## config.mk

```make
export PLATFORM = sky130hd
export DESIGN_NAME = salted_string_hash_unit
export DESIGN_NICKNAME = d
export VERILOG_FILES = /design/src/rtl/ssh_pkg.sv /design/src/rtl/ssh_core.sv /design/src/rtl/salted_string_hash_unit.sv
export VERILOG_INCLUDE_DIRS = /design/src /design/src/rtl
export SDC_FILE = /design/constraint.sdc
export NUM_CORES = 1
export LEC_CHECK = 0
export BUFFER_PORTS_ARGS = -buffer_cell sky130_fd_sc_hd__buf_2
export CORE_MARGIN = 8
export CORE_UTILIZATION = 64
export DETAILED_ROUTE_END_ITERATION = 8
export GPL_ROUTABILITY_DRIVEN = 0
export GPL_TIMING_DRIVEN = 0
export PLACE_DENSITY = 0.81
export REMOVE_ABC_BUFFERS = 1
export SLEW_MARGIN = 20
export SYNTH_ARGS = -nofsm -noshare
export SYNTH_HDL_FRONTEND = slang
export SYNTH_HIERARCHICAL = 1
export SYNTH_SLANG_ARGS = --single-unit
export TNS_END_PERCENT = 10
```

## constraint.sdc

```tcl
create_clock -name clk -period 10.2 [get_ports clk]
set_input_delay 1.02 -clock clk [delete_from_list [all_inputs] [get_ports clk]]
set_output_delay 1.02 -clock clk [all_outputs]
set_load 0.01 [all_outputs]
```

## src/rtl/salted_string_hash_unit_macros.svh

```systemverilog
// Assertion macros shared by the salted string hash RTL.
`ifndef SALTED_STRING_HASH_UNIT_MACROS_SVH
`define SALTED_STRING_HASH_UNIT_MACROS_SVH

// Same-cycle implication, checked at every rising edge outside reset.
`define SSH_ASSERT_IMP(label, clk, rst_n, ante, cons, msg) \
    label: assert property (@(posedge clk) disable iff (!rst_n) (ante) |-> (cons)) \
        else $error(msg);

// Next-cycle implication, checked at every rising edge outside reset.
`define SSH_ASSERT_NXT(label, clk, rst_n, ante, cons, msg) \
    label: assert property (@(posedge clk) disable iff (!rst_n) (ante) |=> (cons)) \
        else $error(msg);

`endif

```

## src/rtl/ssh_pkg.sv

```systemverilog
// Package with the constants, types and hash multiply function of the salted string hash unit.
package ssh_pkg;

    // Hash constants.
    localparam int unsigned HASH_MULT      = 1000003;
    localparam int unsigned FIRST_SHIFT    = 7;
    localparam int unsigned HASH_BITS      = 64;
    localparam int unsigned BYTE_BITS      = 8;
    localparam int unsigned COUNT_BITS_DEF = 32;

    // Configuration register indexes.
    typedef enum logic [0:0] {
        REG_SALT_PREFIX = 1'b0,
        REG_SALT_SUFFIX = 1'b1
    } cfg_reg_t;

    // Control group handed from the handshake logic to the hash core.
    typedef struct packed {
        logic fire;
        logic last;
        logic empty;
    } step_ctl_t;

    // Multiply by 1000003 modulo 2^64 as a sum of shifted copies.
    // 1000003 = 2^19 + 2^18 + 2^17 + 2^16 + 2^14 + 2^9 + 2^6 + 2^1 + 2^0.
    function automatic logic [HASH_BITS-1:0] mul_hash(input logic [HASH_BITS-1:0] x);
        logic [HASH_BITS-1:0] low_sum;
        logic [HASH_BITS-1:0] high_sum;
        low_sum  = x + (x << 1) + (x << 6) + (x << 9);
        high_sum = (x << 14) + (x << 16) + (x << 17) + (x << 18) + (x << 19);
        return low_sum + high_sum;
    endfunction

endpackage

```

## src/rtl/ssh_core.sv

```systemverilog
// Hash core: running accumulator, byte counter and the per-byte update.
`include "salted_string_hash_unit_macros.svh"

module ssh_core
    import ssh_pkg::*;
#(
    parameter int unsigned COUNT_BITS = COUNT_BITS_DEF
)
(
    input  logic                  clk,
    input  logic                  rst_n,
    input  step_ctl_t             ctl,
    input  logic [BYTE_BITS-1:0]  text_byte,
    input  logic [HASH_BITS-1:0]  salt_prefix,
    input  logic [HASH_BITS-1:0]  salt_suffix,
    output logic [HASH_BITS-1:0]  hash_value
);

    logic [HASH_BITS-1:0]  acc_reg;
    logic [HASH_BITS-1:0]  acc_next;
    logic [COUNT_BITS-1:0] count_reg;
    logic [COUNT_BITS-1:0] count_next;
    logic [BYTE_BITS-1:0]  single_reg;
    logic [BYTE_BITS-1:0]  single_next;

    logic                  first;
    logic [HASH_BITS-1:0]  acc_base;
    logic [HASH_BITS-1:0]  acc_step;
    logic [COUNT_BITS-1:0] count_step;
    logic [BYTE_BITS-1:0]  single_step;

    // One byte of the hash: seed on the first byte, then multiply and fold in.
    always_comb
    begin
        first       = (count_reg == '0);
        acc_base    = first ? (salt_prefix ^ (HASH_BITS'(text_byte) << FIRST_SHIFT))
                            : acc_reg;
        acc_step    = mul_hash(acc_base) ^ HASH_BITS'(text_byte);
        count_step  = (count_reg != '1) ? count_reg + COUNT_BITS'(1) : count_reg;
        single_step = first ? text_byte : single_reg;
    end

    // Result of a finished string; a one-byte string hashes to the byte itself.
    always_comb
    begin
        if (ctl.empty)
        begin
            hash_value = '0;
        end
        else if (count_step == COUNT_BITS'(1))
        begin
            hash_value = HASH_BITS'(single_step);
        end
        else
        begin
            hash_value = acc_step ^ HASH_BITS'(count_step) ^ salt_suffix;
        end
    end

    // Next state: a string end or an empty mark returns to idle values.
    always_comb
    begin
        acc_next    = acc_reg;
        count_next  = count_reg;
        single_next = single_reg;
        if (ctl.fire)
        begin
            if (ctl.empty || ctl.last)
            begin
                acc_next    = '0;
                count_next  = '0;
                single_next = '0;
            end
            else
            begin
                acc_next    = acc_step;
                count_next  = count_step;
                single_next = single_step;
            end
        end
    end

    // State registers.
    always_ff @(posedge clk or negedge rst_n)
    begin
        if (!rst_n)
        begin
            acc_reg    <= '0;
            count_reg  <= '0;
            single_reg <= '0;
        end
        else
        begin
            acc_reg    <= acc_next;
            count_reg  <= count_next;
            single_reg <= single_next;
        end
    end

    // A string end leaves the counter at zero for the next string.
    `SSH_ASSERT_NXT(a_end_clears_count, clk, rst_n, ctl.fire && (ctl.last || ctl.empty), count_reg == '0, "count not cleared at string end")
    // A byte inside a string leaves a nonzero count.
    `SSH_ASSERT_NXT(a_mid_byte_counts, clk, rst_n, ctl.fire && !ctl.last && !ctl.empty, count_reg != '0, "count zero inside a string")
    // An empty string hashes to zero.
    `SSH_ASSERT_IMP(a_empty_zero, clk, rst_n, ctl.fire && ctl.empty, hash_value == '0, "empty string hash not zero")

endmodule

```

## src/rtl/salted_string_hash_unit.sv

```systemverilog
// Top level of the salted string hash unit: stream ports, salts, input and result registers.
//
//   channel   direction  transfer content
//   s_axis    in         one string byte, last mark, empty mark
//   m_axis    out        64-bit hash of a finished string
//   cfg       in         salt register write (index, data)
//
// One byte per cycle unless a string end waits on a stalled m_axis: each transfer is
// registered in the input register, then the hash core updates the accumulator (one
// constant multiply and XOR) and, at a string end, loads the result register.
// Reset (rst_n, asynchronous) clears the salts, the hash state and both valid flags.
// A stall on m_axis holds the result; the input register still drains when its item
// yields no result, and s_axis_tready drops only when both registers are full.
`include "salted_string_hash_unit_macros.svh"

module salted_string_hash_unit
    import ssh_pkg::*;
#(
    parameter int unsigned COUNT_BITS = COUNT_BITS_DEF
)
(
    input  logic                  clk,
    input  logic                  rst_n,

    input  logic                  s_axis_tvalid,
    output logic                  s_axis_tready,
    input  logic [BYTE_BITS-1:0]  s_axis_tdata,   // [7:0] text_byte
    input  logic                  s_axis_tlast,   // final_byte
    input  logic                  s_axis_tuser,   // [0] empty_string

    output logic                  m_axis_tvalid,
    input  logic                  m_axis_tready,
    output logic [HASH_BITS-1:0]  m_axis_tdata,   // [63:0] hash_value

    input  logic                  cfg_we,
    input  logic [0:0]            cfg_index,
    input  logic [HASH_BITS-1:0]  cfg_data
);

    logic                 in_valid_reg;
    logic                 in_valid_next;
    logic [BYTE_BITS-1:0] in_byte_reg;
    logic                 in_last_reg;
    logic                 in_empty_reg;

    logic                 out_valid_reg;
    logic                 out_valid_next;
    logic [HASH_BITS-1:0] out_hash_reg;

    logic [HASH_BITS-1:0] prefix_reg;
    logic [HASH_BITS-1:0] suffix_reg;

    logic                 in_xfer;
    logic                 advance;
    logic                 produce;
    step_ctl_t            ctl;
    logic [HASH_BITS-1:0] core_hash;

    // Handshake: a byte without a result always steps; a string end steps when the
    // result register can take its result.
    always_comb
    begin
        advance        = in_valid_reg && (!(in_last_reg || in_empty_reg) ||
                                          !out_valid_reg || m_axis_tready);
        produce        = advance && (in_last_reg || in_empty_reg);
        s_axis_tready  = !in_valid_reg || advance;
        in_xfer        = s_axis_tvalid && s_axis_tready;
        in_valid_next  = in_xfer || (in_valid_reg && !advance);
        out_valid_next = produce || (out_valid_reg && !m_axis_tready);
        ctl.fire       = advance;
        ctl.last       = in_last_reg;
        ctl.empty      = in_empty_reg;
    end

    // Valid flags.
    always_ff @(posedge clk or negedge rst_n)
    begin
        if (!rst_n)
        begin
            in_valid_reg  <= 1'b0;
            out_valid_reg <= 1'b0;
        end
        else
        begin
            in_valid_reg  <= in_valid_next;
            out_valid_reg <= out_valid_next;
        end
    end

    // Input and result payload registers.
    always_ff @(posedge clk)
    begin
        if (in_xfer)
        begin
            in_byte_reg  <= s_axis_tdata;
            in_last_reg  <= s_axis_tlast;
            in_empty_reg <= s_axis_tuser;
        end
        if (produce)
        begin
            out_hash_reg <= core_hash;
        end
    end

    // Salt registers.
    always_ff @(posedge clk or negedge rst_n)
    begin
        if (!rst_n)
        begin
            prefix_reg <= '0;
            suffix_reg <= '0;
        end
        else if (cfg_we)
        begin
            unique case (cfg_reg_t'(cfg_index))
                REG_SALT_PREFIX: prefix_reg <= cfg_data;
                REG_SALT_SUFFIX: suffix_reg <= cfg_data;
                default:         prefix_reg <= prefix_reg;
            endcase
        end
    end

    ssh_core #(
        .COUNT_BITS (COUNT_BITS)
    ) u_core (
        .clk         (clk),
        .rst_n       (rst_n),
        .ctl         (ctl),
        .text_byte   (in_byte_reg),
        .salt_prefix (prefix_reg),
        .salt_suffix (suffix_reg),
        .hash_value  (core_hash)
    );

    assign m_axis_tvalid = out_valid_reg;
    assign m_axis_tdata  = out_hash_reg;

    // A step that ends a string always shows a result next cycle.
    `SSH_ASSERT_NXT(a_end_gives_result, clk, rst_n, produce, out_valid_reg, "string end without result")
    // The input side stalls only when both registers are full and the output is stalled.
    `SSH_ASSERT_IMP(a_stall_cause, clk, rst_n, !s_axis_tready, in_valid_reg && out_valid_reg && !m_axis_tready, "input stalled without cause")
    // An empty-string item yields a zero hash.
    `SSH_ASSERT_NXT(a_empty_result, clk, rst_n, advance && in_empty_reg, out_hash_reg == '0, "empty string result not zero")

endmodule

```

* Word level (Yosys, flattened, before mapping)
Index checks and enable logic that the tools add are counted.
** Word-level totals
- Register bits :: 308
- Output and inout bits :: 66
** Cells by class
- Add/sub/neg operators :: 9
- Equal/unequal tests :: 2
- Mux-type cells :: 7
- Bitwise operators :: 5
- Reduce and logical (&&, ||, !) cells :: 20
** Operators with widths (count)
- adder 64 bit :: 8
- two-way mux 64 bit :: 2
- two-way mux 32 bit :: 2
- XOR 64 x 15 -> 64 bit :: 1
- XOR 64 x 32 -> 64 bit :: 1
- XOR 64 bit :: 1
- XOR 64 x 8 -> 64 bit :: 1
- adder 32 x 1 -> 32 bit (second input constant) :: 1
- equality test 32 x 1 -> 1 bit (second input constant) :: 1
- zero test 32 bit :: 1
- inequality test 32 bit (second input constant) :: 1
- two-way mux 8 bit :: 3
- logical OR 1 bit :: 6
- logical AND 1 bit :: 5
- zero test 1 bit :: 5
- AND reduction 2 bit :: 2
- OR reduction 2 bit :: 1
- NOT 1 bit :: 1

* Logic depth before layout (Yosys ltp)
Gate-level depths: netlist of the first run.
- Depth after elaboration :: 11
- Mapped depth :: 31
- Mapped depth without buffers :: 27

* Cells and area by module
The synthesis of the first run kept the hierarchy.
** Modules (own cells, without submodules)
- ssh_core :: instances 1, cells each 2187, area each 19900.3 µm², sequential area each 2602.5 µm²
- salted_string_hash_unit :: instances 1, cells each 356, area each 7443.4 µm², sequential area each 5475.3 µm²

* Worst setup path after synthesis of the first run
Ideal clock, no wire load.
- Path type :: register to register
- Start :: register u_core.count_reg[2]
- End :: register out_hash_reg[63] (netlist: m_axis_tdata[63]) (data pin)
- Data arrival time :: 7897 ps
- Data required time :: 10061 ps
- Slack :: 2164 ps
- Cell stages (with the launch flop) :: 29
- Path buffers :: 6
- Cells stage by stage :: dfrtp_1 -> buf_1 -> nor4b_1 -> nand4_1 -> nor2_1 -> buf_2 -> clkbuf_1 -> buf_2 -> buf_2 -> mux2i_1 -> inv_1 -> fa_1 -> fa_1 -> fa_1 -> inv_1 -> fa_1 -> inv_1 -> ha_1 -> clkbuf_1 -> nand2_1 -> nor3_1 -> nand2_1 -> nor4_1 -> a2111oi_0 -> a211oi_1 -> a2111oi_0 -> nor2_1 -> xor3_1 -> nor2_1
** On the way
- Cells in the longest elaborated chain, start to end :: 10
- Elaborated cells between the ends (all ways) :: 18
** RTL lines
- from (decl) :: line ssh_core.sv:21 : logic [COUNT_BITS-1:0] count_reg;
- from (signal assigned) :: line ssh_core.sv:95 : count_reg <= count_next;
- zero test 32 bit :: line ssh_core.sv:35 : first = (count_reg == '0);
- two-way mux 64 bit :: line ssh_core.sv:36 : acc_base = first ? (salt_prefix ^ (HASH_BITS'(text_byte) << FIRST_SHIFT))
- adder 64 bit (4 in a row) :: line ssh_pkg.sv:30 : high_sum = (x << 14) + (x << 16) + (x << 17) + (x << 18) + (x << 19);
- adder 64 bit :: line ssh_pkg.sv:31 : return low_sum + high_sum;
- XOR 64 x 8 -> 64 bit :: line ssh_core.sv:38 : acc_step = mul_hash(acc_base) ^ HASH_BITS'(text_byte);
- XOR 64 x 32 -> 64 bit :: line ssh_core.sv:56 : hash_value = acc_step ^ HASH_BITS'(count_step) ^ salt_suffix;
- XOR 64 bit :: line ssh_core.sv:56
- to (signal assigned) :: line salted_string_hash_unit.sv:101 : out_hash_reg <= core_hash;
- to (decl) :: line salted_string_hash_unit.sv:48 : logic [HASH_BITS-1:0] out_hash_reg;
Parallel ways exist; a longest one is shown, timed or not.
A chain may end at the register's enable or synchronous reset.

* Worst setup path after layout of the first run
- Start :: register u_core.count_reg[0]
- End :: register out_hash_reg[63] (netlist: m_axis_tdata[63]) (data pin)
The elaborated chain is that of the path after synthesis.

==> flow_metrics.tcl, run 1 <==
set metrics [dict create \
    outcome "complete, no violations" \
    dieArea_mm2 0.04960 \
    rsz0062_at_grt "no" \
    routed_via_density 6.321 \
    synth_area_per_cell_um2 10.75 \
    reg2reg_depth 26 \
    reg2reg_from "u_core/count_reg[0]" \
    syn_area_mm2 0.02734 \
    worstSetupPathType "flip-flop to flip-flop" \
    cp.arrival_ns 10.16 \
    synthTopCellsByArea "dfrtp_1 (21%), fa_1 (20%), edfxtp_1 (8.1%)" \
    clk_latency_ns 0.58 \
    grt_max_degree 102 \
    drive_gt1_frac 0.1564 \
    hold_class "input pin to async pin" \
    async_reset_ff_frac 0.7597 \
    num_rows 75 \
    ys_warn_count 6 \
    fin_nets 3110 \
    die_h_um 222.7 \
    clock_skew_ns 0.02791 \
    path_clk_slew_ns 0.06 \
    dr.first_iter.drc_count 1825 \
    worst_pin_slew_ns 1.075 \
    cts-root-buf "clkbuf_16" \
    ys.flop_type "dfrtp_1" \
    htreeDepth 1 \
    wirelength_mm 74.24 \
    worst_slack_ns 0.4570 \
    cp.required_ns 10.62 \
    path_max_fanout 23 \
    grt_usage 0.2975 \
    drv_cap 0 \
    coreArea_mm2 0.04204 \
    ys_seq_area_frac 0.2954 \
    diodes 0 \
    fmax_mhz 102.6 \
    finalHoldViolations 0 \
    dp_slack_ns 0.8494 \
    ant_nets 0 \
    firstDrtPassIters 7 \
    drc 0 \
    ys_ff_latch 308 \
    area_delta_synth_final_pct 8.493 \
    placedCellCount 3143 \
    finalSetupViolCount 0 \
    port_buffers 145 \
    fp.dieW_um 222.7 \
    hpwl_mm 57.99 \
    crit_start "u_core/count_reg[0]" \
    grt_antenna_before_repair 0 \
    cp-start-kind "flip-flop" \
    yosysTopAreaCell "dfrtp_1" \
    grt_pass1_wl_mm 117.5 \
    cts_setup_buffers 0 \
    period_share 0.9552 \
    post_cts_resized 0 \
    synth_top_cell_area_share 0.2141 \
    initial_core_util 0.6504 \
    cts_tree "done" \
    cts_sinks 308 \
    drt-wirelength-per-cell_um 23.21 \
    cp-end-kind "flip-flop" \
    vias 20222 \
    numCtsBuffers 30 \
    syn_inst 2543 \
    grt-ovfl-total 0 \
    io_pins 146 \
    nFillCells 2922 \
    max-slew-margin-rel 0.2776 \
    stdcell_count 3199 \
    first_global_vias 21224 \
    period_minus_slack_ns 9.743 \
    postCtsHoldBufs 0 \
    maxSlewViolCount 0 \
    clock_path_buffers 3 \
    synth_edf_count 74 \
    ys_types 87 \
]
## layout make-up
cell class / instances / area [µm²] / area share
multi-input combinational: 1776 / 17420 / 0.5872
sequential: 308 / 8078 / 0.2723
inverter: 347 / 1305 / 0.04399
timing repair buffer: 173 / 1207 / 0.04070
clock buffer: 43 / 850.8 / 0.02868
tap: 539 / 674.4 / 0.02273
clock inverter: 13 / 130.1 / 0.004386
## logic make-up (layout without fill, tap and decap cells)
family	count (synthesis)	count (layout)	synth area share
mux	200	200	0.08900
flops	308	308	0.2954
fa+ha+maj	408	408	0.2590
compound gates	450	450	0.1121
simple gates	411	411	0.07308
buf+inv	459	576	0.07097
xor+xnor	307	307	0.1004
## synth_stat cells (10+ instances only)
library cell	n
a22o_1	43
fa_1	268
inv_1	337
mux2_2	87
dfrtp_1	234
buf_6	10
nand2_1	102
a21o_1	39
clkbuf_1	72
nor3_1	20
nand2b_1	13
edfxtp_1	74
a211oi_1	15
xnor2_1	230
nor4_1	12
a21oi_1	100
and2_1	15
and3_1	12
nand3_1	35
o21ai_0	92
nor2_1	127
o31ai_1	12
xor2_1	73
mux2i_1	47
maj3_1	14
mux2_4	64
a31oi_1	11
nand4_1	29
o2bb2ai_1	41
buf_2	16
o21bai_1	27
ha_1	126
## worst max-delay path, stage by stage, from the launching register on
cell and delay (ns):
dfrtp_1 0.46, inv_1 0.09, ha_1 0.14, nor4b_1 0.37, nand4_1 0.24, nor2_4 0.58
buf_12 0.28, buf_16 0.20, mux2i_1 0.82, inv_1 0.48, fa_1 0.67, fa_1 0.45
fa_1 0.54, inv_1 0.05, fa_1 0.49, inv_1 0.05, ha_1 0.40, nand2_1 0.13
nor3_1 0.35, nand2_1 0.17, nor4_1 0.35, a2111oi_0 0.22, a211oi_1 0.82, a2111oi_0 0.27
nor2_1 0.45, xor3_1 0.40, nor2_1 0.09
## placed cells by master, fill, tap and decap left out, drive strengths merged, types with 94 or more instances in the layout
cell type / n
xnor2: 230
mux2: 153
o21ai: 94
a21oi: 101
nand2: 103
ha: 126
inv: 342
nor2: 127
fa: 268
buf: 173
dfrtp: 234
## metal layers
metal  global-route usage  up-vias  wire length [µm]
met4               0.1757        0              5127
met5                    0        -                 0
met2               0.4872     1083             35380
met3              0.04715      277              5706
met1               0.3717    10131             28030
li1                     -     8731                 -
## final timing paths
kind,slack (ns),endpoint
max,0.46,m_axis_tdata[63]
min,0.32,prefix_reg[7]
max reg2reg,0.46,m_axis_tdata[63]
min reg2reg,0.49,u_core/acc_reg[15]
max in group asynchronous,9.04,u_core/acc_reg[34]
min in group clk,0.49,u_core/acc_reg[15]
## through the flow
stage | hold slack, ns | utilization | cell area, µm² | setup TNS [ns]
4_1_cts | 0.3126 | 0.7056 | 29660 | 0
6_report | 0.3164 | 0.7057 | 29670 | 0
2_1_floorplan | 0.4486 | - | 26710 | -90.75
3_3_place_gp | 0.4604 | 0.6685 | 28110 | -702.08
5_1_grt | 0.3248 | 0.7057 | 29670 | 0
3_5_place_dp | 0.4730 | 0.6822 | 28680 | 0
Power of run 1 is left out: the tool's default activity adds up to more than one toggle a clock period on the data nets, which glitch-free logic cannot reach.
==> inputs of run 2 (changes only) <==
Settings changed: CORE_UTILIZATION 64 to 65, PLACE_DENSITY 0.81 to 0.82.
Clock period 10.2 ns to 12.55 ns, I/O delays scaled along.
==> flow_metrics.tcl, run 2 (synthesis gave the netlist of run 1 again) <==
set metrics [dict create \
    period_share 0.7631 \
    first_global_vias 21489 \
    worst_path_largest_cell_delay_ns 0.89 \
    cts-root-buf "clkbuf_16" \
    post_cts_resized 0 \
    worstSetupPathType "flip-flop to flip-flop" \
    cp.arrival_ns 9.99 \
    fmax_mhz 104.4 \
    area_delta_synth_final_pct 8.671 \
    port_buffers 145 \
    layout_common_cells "inv_1 (337), fa_1 (268), dfrtp_1 (234)" \
    reg2reg_depth 24 \
    hp-start "u_core/acc_reg[61]" \
    die_h_um 221.1 \
    whs_ns 0.4836 \
    cp_slowest_cell "mux2i_1" \
    drt-wirelength-per-cell_um 23.56 \
    crit_chain "nor4_1 > nand4_1 > nor2_4 > buf_12 > buf_16 > mux2i_1 > inv_1 > fa_1 > fa_1 > fa_1 > inv_1 > fa_1 > inv_1 > ha_1 > nand2_1 > nor3_1 > nand2_1 > nor4_1 > a2111oi_0 > a211oi_1 > a2111oi_0 > nor2_1 > xor3_1 > nor2_1" \
    clk_latency_ns 0.57 \
    whs_endpoint "u_core/acc_reg[61]" \
    vias 20185 \
    drc 0 \
    drive_gt1_frac 0.1565 \
    reg2reg_from "u_core/count_reg[26]" \
    final_area_mm2 0.02971 \
    dp_slack_ns 3.347 \
    reg2reg_to "m_axis_tdata[63]" \
    diodes 0 \
    cp_common_cell "fa_1" \
    cpLargestDelayFamily "simple AND/OR/NAND/NOR gates" \
    path_clk_slew_ns 0.06 \
    cp.required_ns 12.96 \
    clock_skew_ns 0.01939 \
    grt-ovfl-total 0 \
    grt_antenna_before_repair 1 \
    cts_setup_buffers 0 \
    clock_path_buffers 3 \
    firstDrtPassIters 6 \
    cts_tree "done" \
    hold_class "flip-flop to flip-flop" \
    worst_pin_slew_ns 1.129 \
    final_util 0.7116 \
    cp-start-kind "flip-flop" \
    path_buf_inv 5 \
    dr.first_iter.drc_count 1918 \
    routed_via_density 6.314 \
    grt_max_degree 99 \
    numCtsBuffers 30 \
    num_rows 75 \
    initial_core_util 0.6548 \
    path_max_fanout 17 \
    hpwl_mm 58.57 \
    worst_slack_ns 2.973 \
    ant_nets 0 \
    maxSlewViolCount 0 \
    finalHoldViolations 0 \
    cp-end-kind "flip-flop" \
    outcome "complete, no violations" \
    holdPathStages 1 \
    period_minus_slack_ns 9.577 \
    regToRegSetupSlack_ns 2.97 \
    fin_nets 3109 \
    htreeDepth 1 \
    grt_pass1_wl_mm 118.9 \
    mostFrequentLayoutCell "inv_1" \
    finalSetupViolCount 0 \
    dieArea_mm2 0.04889 \
    fp.dieW_um 221.1 \
    grt_usage 0.3031 \
    wirelength_mm 75.33 \
    placed_cell_area_mm2 0.02870 \
    cts_sinks 308 \
    rsz0062_at_grt "no" \
    coreArea_mm2 0.04176 \
    max-slew-margin-rel 0.2470 \
    io_pins 146 \
    postCtsHoldBufs 0 \
    nFillCells 2828 \
    drv_cap 0 \
]
run 2: cell types whose count changed in the layout (fill, tap and decap cells not counted), moves of 2 or more:
| cell | before | now |
|---|---|---|
| buf_12 | 7 | 5 |
| buf_16 | 7 | 10 |
| buf_6 | 9 | 7 |
| clkbuf_1 | 9 | 7 |
run 2: stage by stage:
| stage | instances | setup TNS [ns] |
|---|---|---|
| after CTS | 3197 | 0 |
| after global routing | 3197 | 0 |
| after floorplan | 2431 | 0 |
| final | 3197 | 0 |
| after detailed placement | 3142 | 0 |
| after global placement | 3115 | -407.92 |
run 2: worst max-delay path by stage:
stage,from,to,slack (ns),cells after the start
2_1_floorplan,u_core/count_reg[0],m_axis_tdata[61],0.58,24
3_3_place_gp,u_core/count_reg[0],m_axis_tdata[61],-4.85,24
3_5_place_dp,u_core/count_reg[26],m_axis_tdata[63],3.35,24
4_1_cts,u_core/count_reg[26],m_axis_tdata[63],3.27,24
5_1_grt,u_core/count_reg[26],m_axis_tdata[63],2.65,24
6_report,u_core/count_reg[26],m_axis_tdata[63],2.97,24
run 2: final cells by class:
| class | instances | area, µm² | share of cell area |
|---|---|---|---|
| timing repair buffer | 172 | 1227 | 0.04131 |
| inverter | 347 | 1305 | 0.04392 |
| tap | 539 | 674.4 | 0.02270 |
| multi-input combinational | 1776 | 17430 | 0.5864 |
| clock buffer | 43 | 882.1 | 0.02969 |
| sequential | 308 | 8078 | 0.2718 |
| clock inverter | 12 | 122.6 | 0.004127 |
run 2: worst register-to-register path: stages, from the launching register on:
cell,delay [ns]
dfrtp_1,0.52
nor4_1,0.36
nand4_1,0.29
nor2_4,0.57
buf_12,0.28
buf_16,0.19
mux2i_1,0.90
inv_1,0.48
fa_1,0.70
fa_1,0.46
fa_1,0.55
inv_1,0.05
fa_1,0.48
inv_1,0.05
ha_1,0.40
nand2_1,0.12
nor3_1,0.31
nand2_1,0.17
nor4_1,0.38
a2111oi_0,0.22
a211oi_1,0.79
a2111oi_0,0.30
nor2_1,0.39
xor3_1,0.39
nor2_1,0.09
run 2: routing by layer:
metal,share of wire,up-vias,global-route usage
li1,-,8731,-
met1,0.37,10097,0.3660
met2,0.48,1071,0.5134
met3,0.082,284,0.06295
met4,0.062,2,0.1513
met5,0.00025,-,0
Power of run 2 is left out for the same reason.
